[config.mk]
export PLATFORM = sky130hd
export DESIGN_NAME = temperature_seven_segment_driver_unit_flat
export DESIGN_NICKNAME = d
export VERILOG_FILES = /design/src/hw/rtl/tssd_pkg.sv /design/src/hw/rtl/tssd_req_if.sv /design/src/hw/rtl/tssd_rsp_if.sv /design/src/hw/rtl/temperature_seven_segment_driver_unit.sv /design/src/flat_wrapper.sv
export SDC_FILE = /design/constraint.sdc
export NUM_CORES = 1
export LEC_CHECK = 0
export ABC_CLOCK_PERIOD_IN_PS = 21900
export BUFFER_PORTS_ARGS = -buffer_cell sky130_fd_sc_hd__buf_2
export CAP_MARGIN = 20
export CORE_MARGIN = 2
export CORE_UTILIZATION = 30
export CTS_CLUSTER_DIAMETER = 40
export DETAILED_ROUTE_END_ITERATION = 10
export GPL_ROUTABILITY_DRIVEN = 0
export PLACE_DENSITY = 0.48
export SYNTH_ARGS = -nofsm -noshare
export SYNTH_HDL_FRONTEND = slang
export SYNTH_SLANG_ARGS = --single-unit
[constraint.sdc]
create_clock -name clock -period 21.9 [get_ports clock]
set_input_delay 4.38 -clock clock [delete_from_list [all_inputs] [get_ports clock]]
set_output_delay 4.38 -clock clock [all_outputs]
set_load 0.01 [all_outputs]
[src/hw/rtl/tssd_pkg.sv]
// Package for the temperature seven-segment driver: codes, reset values,
// fixed-point conversion constants and the segment decoder.
// No dependencies.
package tssd_pkg;

   localparam int RAW_W   = 10;
   localparam int TEMP_W  = 10;
   localparam int NUM_W   = 23;
   localparam int CSR_IDX_W = 2;

   // Item kinds
   localparam logic ACT_SAMPLE = 1'b0;
   localparam logic ACT_TICK   = 1'b1;

   // Register indexes
   localparam logic [CSR_IDX_W-1:0] CSR_RED_MIN   = 2'd0;
   localparam logic [CSR_IDX_W-1:0] CSR_GREEN_MIN = 2'd1;
   localparam logic [CSR_IDX_W-1:0] CSR_BLUE_MIN  = 2'd2;

   localparam logic [RAW_W-1:0] RED_MIN_RST   = 10'd68;
   localparam logic [RAW_W-1:0] GREEN_MIN_RST = 10'd52;
   localparam logic [RAW_W-1:0] BLUE_MIN_RST  = 10'd37;

   // temp = round(raw * 10000 / 2046) = floor((raw * 5000 + 511) / 1023)
   localparam int NUM_SCALE = 5000;
   localparam int NUM_BIAS  = 511;
   localparam int DIV_BY    = 1023;
   // Raw readings at or above this value convert past the display limit
   localparam logic [RAW_W-1:0]  SAT_RAW  = 10'd205;
   localparam logic [TEMP_W-1:0] TEMP_MAX = 10'd999;

   // Indicator colors
   localparam logic [2:0] LED_OFF   = 3'b000;
   localparam logic [2:0] LED_BLUE  = 3'b001;
   localparam logic [2:0] LED_GREEN = 3'b010;
   localparam logic [2:0] LED_RED   = 3'b100;

   // Digit enables
   localparam logic [2:0] EN_NONE     = 3'b000;
   localparam logic [2:0] EN_HUNDREDS = 3'b001;
   localparam logic [2:0] EN_TENS     = 3'b010;
   localparam logic [2:0] EN_ONES     = 3'b100;

   localparam logic [7:0] SEG_DP    = 8'h80;
   localparam logic [7:0] SEG_BLANK = 8'h00;

   typedef enum logic [1:0] {
      POS_HUNDREDS = 2'd0,
      POS_TENS     = 2'd1,
      POS_ONES     = 2'd2
   } pos_type;

   function automatic logic [7:0] seg_code(input logic [3:0] digit);
      logic [7:0] code;
      case (digit)
         4'd0:    code = 8'h3F;
         4'd1:    code = 8'h06;
         4'd2:    code = 8'h5B;
         4'd3:    code = 8'h4F;
         4'd4:    code = 8'h66;
         4'd5:    code = 8'h6D;
         4'd6:    code = 8'h7D;
         4'd7:    code = 8'h07;
         4'd8:    code = 8'h7F;
         4'd9:    code = 8'h6F;
         default: code = SEG_BLANK;
      endcase
      return code;
   endfunction

endpackage

[src/hw/rtl/tssd_req_if.sv]
// Input channel of the temperature seven-segment driver: valid/ready plus
// the item kind and raw converter reading. Depends on tssd_pkg.
interface tssd_req_if import tssd_pkg::*; ();
   logic              valid;
   logic              ready;
   logic              action;
   logic [RAW_W-1:0]  sample;

   modport source (output valid, output action, output sample, input ready);
   modport sink   (input valid, input action, input sample, output ready);
endinterface

[src/hw/rtl/tssd_rsp_if.sv]
// Result channel of the temperature seven-segment driver: valid/ready plus
// digit enables, segment byte and indicator color. No dependencies.
interface tssd_rsp_if;
   logic        valid;
   logic        ready;
   logic [2:0]  digit_enables;
   logic [7:0]  segment_code;
   logic [2:0]  led_color;

   modport source (output valid, output digit_enables, output segment_code,
                   output led_color, input ready);
   modport sink   (input valid, input digit_enables, input segment_code,
                   input led_color, output ready);
endinterface

[src/hw/rtl/temperature_seven_segment_driver_unit.sv]
// Items pass the input register, then the result register. Throughput: one
// transaction per cycle unless the result channel stalls; the stage between
// input and result registers (divide-by-1023 correction, digit extraction)
// holds one item at a time and advances whenever the result register is free.
// Reset (synchronous, active high): thresholds 68/52/37, temperature, scan
// position, indicator and held digit outputs cleared, both stages empty.
module temperature_seven_segment_driver_unit import tssd_pkg::*; (
   input  logic                  clock,
   input  logic                  reset,
   tssd_req_if.sink              req_if,
   tssd_rsp_if.source            rsp_if,
   input  logic                  csr_we,
   input  logic [CSR_IDX_W-1:0]  csr_index,
   input  logic [RAW_W-1:0]      csr_wdata
);

   // Threshold registers
   logic [RAW_W-1:0]  red_min_ff, green_min_ff, blue_min_ff;

   // Input register
   logic              s1_valid_ff, s1_valid_in;
   logic              s1_action_ff;
   logic [RAW_W-1:0]  s1_sample_ff;
   logic [NUM_W-1:0]  s1_num_ff, s1_num_in;
   logic              s1_sat_ff, s1_sat_in;

   // Block state
   logic [TEMP_W-1:0] temp_ff, temp_in;
   pos_type           pos_ff, pos_in;
   logic [2:0]        led_ff, led_in;
   logic [2:0]        held_en_ff, held_en_in;
   logic [7:0]        held_seg_ff, held_seg_in;

   // Result register
   logic              rsp_valid_ff, rsp_valid_in;
   logic [2:0]        rsp_en_ff, rsp_en_in;
   logic [7:0]        rsp_seg_ff, rsp_seg_in;
   logic [2:0]        rsp_led_ff, rsp_led_in;

   logic              out_ready;
   logic              req_fire;
   logic              s1_fire;

   // Conversion datapath
   logic [NUM_W:0]    quot_sum;
   logic [13:0]       quot_est;
   logic [NUM_W:0]    quot_prod;
   logic [NUM_W:0]    quot_rem;
   logic [13:0]       quot;
   logic [TEMP_W-1:0] temp_new;
   logic [2:0]        color_new;

   // Digit extraction
   logic [15:0]       hund_prod;
   logic [3:0]        hund_digit;
   logic [TEMP_W-1:0] rem_full;
   logic [6:0]        rem_low;
   logic [14:0]       tens_prod;
   logic [3:0]        tens_digit;
   logic [6:0]        ones_full;
   logic [3:0]        ones_digit;
   logic [2:0]        tick_en;
   logic [7:0]        tick_seg;

   assign out_ready     = !rsp_valid_ff || rsp_if.ready;
   assign req_if.ready  = !s1_valid_ff || out_ready;
   assign req_fire      = req_if.valid && req_if.ready;
   assign s1_fire       = s1_valid_ff && out_ready;

   assign rsp_if.valid         = rsp_valid_ff;
   assign rsp_if.digit_enables = rsp_en_ff;
   assign rsp_if.segment_code  = rsp_seg_ff;
   assign rsp_if.led_color     = rsp_led_ff;

   // Numerator and saturation flag are formed ahead of the input register
   always_comb begin
      s1_valid_in = req_if.ready ? req_if.valid : s1_valid_ff;
      s1_num_in   = NUM_W'(req_if.sample) * NUM_W'(NUM_SCALE) + NUM_W'(NUM_BIAS);
      s1_sat_in   = (req_if.sample >= SAT_RAW);
   end

   // Divide by 1023: estimate via x/1024 * (1 + 1/1024), then correct by one
   always_comb begin
      quot_sum  = {1'b0, s1_num_ff} + {11'b0, s1_num_ff[NUM_W-1:10]};
      quot_est  = quot_sum[NUM_W:10];
      quot_prod = {quot_est, 10'b0} - {10'b0, quot_est};
      quot_rem  = {1'b0, s1_num_ff} - quot_prod;
      quot      = (quot_rem >= (NUM_W+1)'(DIV_BY)) ? quot_est + 14'd1 : quot_est;
      temp_new  = s1_sat_ff ? TEMP_MAX : quot[TEMP_W-1:0];

      if (s1_sample_ff >= red_min_ff) begin
         color_new = LED_RED;
      end else if (s1_sample_ff >= green_min_ff) begin
         color_new = LED_GREEN;
      end else if (s1_sample_ff >= blue_min_ff) begin
         color_new = LED_BLUE;
      end else begin
         color_new = LED_OFF;
      end
   end

   // Decimal digits of a value below 1000 by reciprocal multiplies
   always_comb begin
      hund_prod  = 16'(temp_ff) * 16'd41;
      hund_digit = hund_prod[15:12];
      rem_full   = temp_ff - TEMP_W'(hund_digit) * TEMP_W'(100);
      rem_low    = rem_full[6:0];
      tens_prod  = 15'(rem_low) * 15'd205;
      tens_digit = tens_prod[14:11];
      ones_full  = rem_low - 7'(tens_digit) * 7'd10;
      ones_digit = ones_full[3:0];
   end

   // Scan outputs for the current position
   always_comb begin
      case (pos_ff)
         POS_HUNDREDS: begin
            tick_seg = seg_code(hund_digit);
            tick_en  = (temp_ff >= TEMP_W'(100)) ? EN_HUNDREDS : EN_NONE;
         end
         POS_TENS: begin
            tick_seg = seg_code(tens_digit) | SEG_DP;
            tick_en  = EN_TENS;
         end
         POS_ONES: begin
            tick_seg = seg_code(ones_digit);
            tick_en  = EN_ONES;
         end
         default: begin
            tick_seg = SEG_BLANK;
            tick_en  = EN_NONE;
         end
      endcase
   end

   // Scan position advance
   always_comb begin
      case (pos_ff)
         POS_HUNDREDS: pos_in = POS_TENS;
         POS_TENS:     pos_in = POS_ONES;
         default:      pos_in = POS_HUNDREDS;
      endcase
      if (!(s1_fire && s1_action_ff == ACT_TICK)) begin
         pos_in = pos_ff;
      end
   end

   // State and result next values
   always_comb begin
      temp_in     = temp_ff;
      led_in      = led_ff;
      held_en_in  = held_en_ff;
      held_seg_in = held_seg_ff;
      if (s1_fire) begin
         if (s1_action_ff == ACT_SAMPLE) begin
            temp_in = temp_new;
            led_in  = color_new;
         end else begin
            held_en_in  = tick_en;
            held_seg_in = tick_seg;
         end
      end

      rsp_valid_in = out_ready ? s1_valid_ff : rsp_valid_ff;
      if (s1_fire) begin
         rsp_en_in  = (s1_action_ff == ACT_TICK) ? tick_en : held_en_ff;
         rsp_seg_in = (s1_action_ff == ACT_TICK) ? tick_seg : held_seg_ff;
         rsp_led_in = (s1_action_ff == ACT_SAMPLE) ? color_new : led_ff;
      end else begin
         rsp_en_in  = rsp_en_ff;
         rsp_seg_in = rsp_seg_ff;
         rsp_led_in = rsp_led_ff;
      end
   end

   always_ff @(posedge clock) begin
      if (reset) begin
         red_min_ff   <= RED_MIN_RST;
         green_min_ff <= GREEN_MIN_RST;
         blue_min_ff  <= BLUE_MIN_RST;
      end else if (csr_we) begin
         case (csr_index)
            CSR_RED_MIN:   red_min_ff   <= csr_wdata;
            CSR_GREEN_MIN: green_min_ff <= csr_wdata;
            CSR_BLUE_MIN:  blue_min_ff  <= csr_wdata;
            default: ;
         endcase
      end
   end

   always_ff @(posedge clock) begin
      if (reset) begin
         s1_valid_ff  <= 1'b0;
         rsp_valid_ff <= 1'b0;
         temp_ff      <= '0;
         pos_ff       <= POS_HUNDREDS;
         led_ff       <= LED_OFF;
         held_en_ff   <= EN_NONE;
         held_seg_ff  <= SEG_BLANK;
      end else begin
         s1_valid_ff  <= s1_valid_in;
         rsp_valid_ff <= rsp_valid_in;
         temp_ff      <= temp_in;
         pos_ff       <= pos_in;
         led_ff       <= led_in;
         held_en_ff   <= held_en_in;
         held_seg_ff  <= held_seg_in;
      end
   end

   // Payload registers: load the input stage on acceptance, hold otherwise
   always_ff @(posedge clock) begin
      if (req_fire) begin
         s1_action_ff <= req_if.action;
         s1_sample_ff <= req_if.sample;
         s1_num_ff    <= s1_num_in;
         s1_sat_ff    <= s1_sat_in;
      end
      rsp_en_ff  <= rsp_en_in;
      rsp_seg_ff <= rsp_seg_in;
      rsp_led_ff <= rsp_led_in;
   end

endmodule

[src/flat_wrapper.sv]
// flat-port wrapper written by rule: the top's interface ports become plain ports
module temperature_seven_segment_driver_unit_flat import tssd_pkg::*;
  (clock, reset, csr_we, csr_index, csr_wdata, req_if_valid, req_if_action, req_if_sample, req_if_ready, rsp_if_valid, rsp_if_digit_enables, rsp_if_segment_code, rsp_if_led_color, rsp_if_ready);
  tssd_req_if req_if_i ();
  tssd_rsp_if rsp_if_i ();
  input  logic clock;
  input  logic reset;
  input  logic csr_we;
  input  logic [CSR_IDX_W-1:0] csr_index;
  input  logic [RAW_W-1:0] csr_wdata;
  input wire logic [$bits(req_if_i.valid)-1:0] req_if_valid;
  input wire logic [$bits(req_if_i.action)-1:0] req_if_action;
  input wire logic [$bits(req_if_i.sample)-1:0] req_if_sample;
  output wire logic [$bits(req_if_i.ready)-1:0] req_if_ready;
  output wire logic [$bits(rsp_if_i.valid)-1:0] rsp_if_valid;
  output wire logic [$bits(rsp_if_i.digit_enables)-1:0] rsp_if_digit_enables;
  output wire logic [$bits(rsp_if_i.segment_code)-1:0] rsp_if_segment_code;
  output wire logic [$bits(rsp_if_i.led_color)-1:0] rsp_if_led_color;
  input wire logic [$bits(rsp_if_i.ready)-1:0] rsp_if_ready;
  assign req_if_i.valid = req_if_valid;
  assign req_if_i.action = req_if_action;
  assign req_if_i.sample = req_if_sample;
  assign req_if_ready = req_if_i.ready;
  assign rsp_if_valid = rsp_if_i.valid;
  assign rsp_if_digit_enables = rsp_if_i.digit_enables;
  assign rsp_if_segment_code = rsp_if_i.segment_code;
  assign rsp_if_led_color = rsp_if_i.led_color;
  assign rsp_if_i.ready = rsp_if_ready;
  temperature_seven_segment_driver_unit u_core (.clock(clock), .reset(reset), .req_if(req_if_i), .rsp_if(rsp_if_i), .csr_we(csr_we), .csr_index(csr_index), .csr_wdata(csr_wdata));
endmodule
Word level (Yosys, flattened, before mapping). Memory sizes are Yosys's and may differ from the RTL's. Index checks and enable logic that the tools add are counted.

Eq/ne operators: 4. Bitwise logic cells: 1. $add $sub $neg: 7. Multiply operators: 5. Mux-type cells: 12. Magnitude comparators: 6. Reduce and logical (&&, ||, !) cells: 13.

Operator list (number): 10-bit >= comparator (3); 23-bit by 13-bit adder with 24-bit output (1); 24-bit by 10-bit >= comparator with 1-bit output, second input constant (1); 8-bit one-hot mux with 3 select lines (1); 23-bit by 24-bit subtractor with 24-bit output (1); 24-bit by 14-bit subtractor with 24-bit output (1); 23-bit by 9-bit adder with 23-bit output, second input constant (1); 10-bit by 10-bit multiplier with 20-bit output, second input constant (1); 10-bit two-way mux (2); 10-bit by 6-bit multiplier with 16-bit output, second input constant (1); 7-bit by 8-bit multiplier with 15-bit output, second input constant (1); 3-bit two-way mux (4); 10-bit by 1-bit adder with 10-bit output, second input constant (1); 10-bit by 7-bit >= comparator with 1-bit output, second input constant (1); 10-bit by 8-bit >= comparator with 1-bit output, second input constant (1); 3-bit one-hot mux with 3 select lines (1); 8-bit two-way mux (1); 2-bit AND reduction (4); 7-bit subtractor (1); 4-bit by 5-bit multiplier with 5-bit output, second input constant (1); 2-bit by 1-bit equality test with 1-bit output, second input constant (2); 2-bit equality test, second input constant (2); 2-bit logical NOT (2); 4-bit by 3-bit multiplier with 3-bit output, second input constant (1); other kinds (7) (12).

Bits of input ports: 28. Word-level logic and storage cells: 68. ROM bits: 336. Output and inout port bits: 16. Memories kept: 3. Register bits: 107.

Memory list: (no name shown) (words 16, width 7, rd ports 1, clocked after memory_dff 0, write ports 0, RTL line tssd_pkg.sv:55) `case (digit)`; (no name shown) (words 16, width 7, rd ports 1, clocked after memory_dff 0, write ports 0, RTL line tssd_pkg.sv:55); (no name shown) (words 16, width 7, rd ports 1, clocked after memory_dff 0, write ports 0, RTL line tssd_pkg.sv:55).

Logic depth before layout (Yosys ltp). An unclocked memory read counts as a cell.

Depth after elaboration: 9. Mapped depth: 37.

Worst setup path after synthesis. No wires, ideal clock.

Kind: input -> output. From: in rsp_if_ready. To: out req_if_ready. Required time: 17520 ps. Setup slack: 12843 ps. Arrival: 4677 ps. Cell stages on the path: 2. Cell sequence: nor2b_1 > nand2_1.

Word-level cells in the longest chain between the ends: 2.

RTL lines: from (decl) (RTL line flat_wrapper.sv:19) `input wire logic [$bits(rsp_if_i.ready)-1:0] rsp_if_ready;`; 1-bit logical OR (RTL line temperature_seven_segment_driver_unit.sv:65) `assign out_ready = !rsp_valid_ff || rsp_if.ready;`; 1-bit logical OR (RTL line temperature_seven_segment_driver_unit.sv:66) `assign req_if.ready = !s1_valid_ff || out_ready;`; to (decl) (RTL line flat_wrapper.sv:14) `output wire logic [$bits(req_if_i.ready)-1:0] req_if_ready;`.

Every way passes these cells.

Final worst setup path.
From: reg u_core.temp_ff[4]. To: reg u_core.rsp_seg_ff[5] (netlist: u_core.rsp_if.segment_code[5]) (data pin).

Word-level cells in the longest chain between the ends: 9. Elaborated cells on any way between the ends: 11. Classes of those cells: add/sub (2); mul (4); mux (2); memory (3).

RTL lines: from (decl) (RTL line temperature_seven_segment_driver_unit.sv:28) `logic [TEMP_W-1:0] temp_ff, temp_in;`; from (signal assigned) (RTL line temperature_seven_segment_driver_unit.sv:203) `temp_ff <= temp_in;`; 10-bit by 6-bit multiplier with 16-bit output (RTL line temperature_seven_segment_driver_unit.sv:104) `hund_prod = 16'(temp_ff) * 16'd41;`; 4-bit by 5-bit multiplier with 5-bit output (RTL line temperature_seven_segment_driver_unit.sv:106) `rem_full = temp_ff - TEMP_W'(hund_digit) * TEMP_W'(100);`; 7-bit subtractor (RTL line temperature_seven_segment_driver_unit.sv:106); 7-bit by 8-bit multiplier with 15-bit output (RTL line temperature_seven_segment_driver_unit.sv:108) `tens_prod = 15'(rem_low) * 15'd205;`; 4-bit by 3-bit multiplier with 3-bit output (RTL line temperature_seven_segment_driver_unit.sv:110) `ones_full = rem_low - 7'(tens_digit) * 7'd10;`; 4-bit subtractor (RTL line temperature_seven_segment_driver_unit.sv:110); memory 16 x 7 bit; 8-bit one-hot mux with 3 select lines * (RTL line temperature_seven_segment_driver_unit.sv:116) `case (pos_ff)`; 8-bit two-way mux * (RTL line temperature_seven_segment_driver_unit.sv:167) `rsp_seg_in = (s1_action_ff == ACT_TICK) ? tick_seg : held_seg_ff;`; to (signal assigned) (RTL line temperature_seven_segment_driver_unit.sv:220) `rsp_seg_ff <= rsp_seg_in;`; to (decl) (RTL line temperature_seven_segment_driver_unit.sv:37) `logic [7:0] rsp_seg_ff, rsp_seg_in;`.

Every way passes the cells marked *; elsewhere a longest branch is shown, timed or not. A chain may end at the register's enable or synchronous reset.

==> flow_summary.toml <==
[sta]
setup_ws_ns = 11.94
setup_viol = 0
period_needed_ns = 9.96
slew_viol_final = 0
worst_pin_slew_ns = 0.898
fin_crit_sh = 0.455
timing.final.hold_violations = 0
skew_ns = 0.0141
tns_ns = 0
slew_headroom = 0.399
rsz0062_at_grt = "false"
fmax_mhz = 100

[finish]
areaGrowthSynthToFinish_pct = 9.15
nNetsFinal = 1680
drive_gt1_frac = 0.0713
antenna_cells = 0

[setup_path]
worstSetupEndpointType = "register"
crit_required_ns = 22.11
cpPeakStageDelay_ns = 0.51
path_max_fanout = 9
r2r_end = "u_core.rsp_if.segment_code[5]$_DFFE_PP_"
cpMostUsedCell = "ha_1"
critPathSlowestCell = "dfxtp_1"
path_class = "register to register"
arrival_ns = 10.17
r2r_cells = 33
rrSetupSlack_ns = 11.94
r2r-start = "u_core.temp_ff[4]$_SDFFE_PP0P_"
start_kind = "register"

[min_path]
holdCritStartpoint = "u_core.held_seg_ff[5]$_SDFFE_PP0P_"
whs_path_depth = 2
hold_end = "u_core.held_seg_ff[5]$_SDFFE_PP0P_"
hold_class = "register to register"

[synthesis]
synth_edf_count = 46
synth.largest_area_cell = "ha_1"
synth_area_leaders = "ha_1, edfxtp_1, dfxtp_1"
yosysMostFrequentCell = "ha_1"
yosysWarningCount = 0
synthArstFlopShare = 0
synth-main-ff-cell = "dfxtp_1"
synth_cell_types = 85
synth_top_area_share = 0.262
ys_seq_area_frac = 0.215
synth_common_cells = "ha_1, inv_1, nand2_1"
synth.net_count = 1648
syn-mean-instance-area_um2 = 8.83
ys_ff_latch = 104
syn_inst = 1337
syn_area_mm2 = 0.0118

[floorplanning]
pin_count = 44
die_x_um = 202
die-area_mm2 = 0.0409
die_h_um = 202
rows = 72
coreArea_mm2 = 0.0387
start_util = 0.305

[clock_tree]
clk_pin_slew_worst_paths_ns = 0.07
clk-insertion-delay-late_ns = 0.36
cts_tree = "done"
cts_made_buffers = 9
clockRootBuffer = "clkbuf_16"
cts_hold_buf = 0
cts_buffer_depth = 2
htreeDepth = 3
cts_setup_buffers = 0
ctsResizeCount = 0
cts.sinks = 104

[detailed_routing]
drtIter0Drc = 423
routedWlPerCell_um = 14.4
wirelength_um = 27300
drt_drc_violations_left = 0
viasPerCell = 4.88
drtPass1Iterations = 4
ant_nets = 0
vias = 9235

[global_routing]
grt_pass1_wl_um = 46100
first_global_vias = 9235
grt_max_degree = 56
grt_usage = 0.136
antenna_found_initial = 0
overflow = 0

[outcome]
run_status = "finished, final reports clean"

[placed_design]
dpl_worst_slack_ns = 11.98
hpwlAfterDp_um = 22200
io_buffers = 43

[job]
maxCapViolCount = 0
## sequential cells by signal (all words and copies together) (netlist names)
register	flops
u_core.s1_num_ff	20
u_core.blue_min_ff	10
u_core.green_min_ff	10
u_core.red_min_ff	10
u_core.s1_sample_ff	10
u_core.temp_ff	10
u_core.held_seg_ff	8
u_core.rsp_if.segment_code	8
u_core.held_en_ff	3
u_core.led_ff	3
u_core.rsp_if.digit_enables	3
u_core.rsp_if.led_color	3
u_core.pos_ff	2
u_core.rsp_if.valid	1
u_core.s1_action_ff	1
u_core.s1_sat_ff	1
u_core.s1_valid_ff	1
## layout make-up
class | count | area (um2)
Fill cell | 4064 | 25900
Multi-Input combinational cell | 1023 | 8460
Sequential cell | 104 | 2540
Inverter | 183 | 687
Tap cell | 518 | 648
Timing Repair Buffer | 48 | 253
Clock buffer | 10 | 239
Clock inverter | 6 | 50.0
## logic make-up after synthesis
family          synth area share
mux                       0.0116
flops                      0.215
simple gates               0.156
fa+ha+maj                  0.324
compound gates             0.167
xor+xnor                  0.0583
buf+inv                   0.0680
## cells in the final DEF (no fill, tap or decap), types with 23 or more instances in the layout
| cell type | count |
|---|---|
| ha_1 | 247 |
| inv_1 | 182 |
| nand2_1 | 96 |
| a21oi_1 | 84 |
| nor2_1 | 83 |
| dfxtp_1 | 58 |
| xnor2_1 | 51 |
| edfxtp_1 | 46 |
| o21ai_0 | 44 |
| buf_2 | 43 |
| fa_1 | 36 |
| nor3_1 | 30 |
| a21o_1 | 27 |
| nand3_1 | 25 |
| nand2b_1 | 23 |
## worst max-delay path: cells and delay by family, from the launching register on
kind	cells	cell delay [ns]
buffers and inverters	2	0.31
flip-flops	1	0.51
AO/OA/AOI/OAI	10	2.28
XOR/XNOR	6	1.92
AND/OR/NAND/NOR	2	0.34
adder cells (fa/ha/maj)	13	4.44
## layer usage
layer	vias to the layer above	track usage	wire (um)
li1	4797	-	-
met1	4341	0.187	13900
met2	84	0.230	12700
met3	13	0.0197	523
met4	0	0.0211	184
met5	-	0	0
## stage by stage
stage	area [um2]	hold slack [ns]	utilization	cells
after floorplan	11800	0.425	-	1337
after global placement	12600	0.436	0.325	1876
after detailed placement	12600	0.444	0.325	1876
after CTS	12900	0.454	0.333	1892
after global routing	12900	0.483	0.333	1892
final	12900	0.449	0.333	1892
## worst max-delay path by stage
| stage | to | cells past startpoint | start |
|---|---|---|---|
| 6_report | u_core.rsp_if.segment_code[5]$_DFFE_PP_ | 33 | u_core.temp_ff[4]$_SDFFE_PP0P_ |
| 5_1_grt | u_core.rsp_if.segment_code[5]$_DFFE_PP_ | 35 | u_core.temp_ff[4]$_SDFFE_PP0P_ |
| 4_1_cts | u_core.rsp_if.segment_code[5]$_DFFE_PP_ | 33 | u_core.temp_ff[4]$_SDFFE_PP0P_ |
| 3_5_place_dp | u_core.rsp_if.segment_code[5]$_DFFE_PP_ | 35 | u_core.temp_ff[4]$_SDFFE_PP0P_ |
| 3_3_place_gp | u_core.rsp_if.segment_code[5]$_DFFE_PP_ | 33 | u_core.temp_ff[6]$_SDFFE_PP0P_ |
| 2_1_floorplan | req_if_ready | 2 | rsp_if_ready |
Power is left out: the tool's default activity adds up to more than one toggle a clock period on the data nets, which glitch-free logic cannot reach.
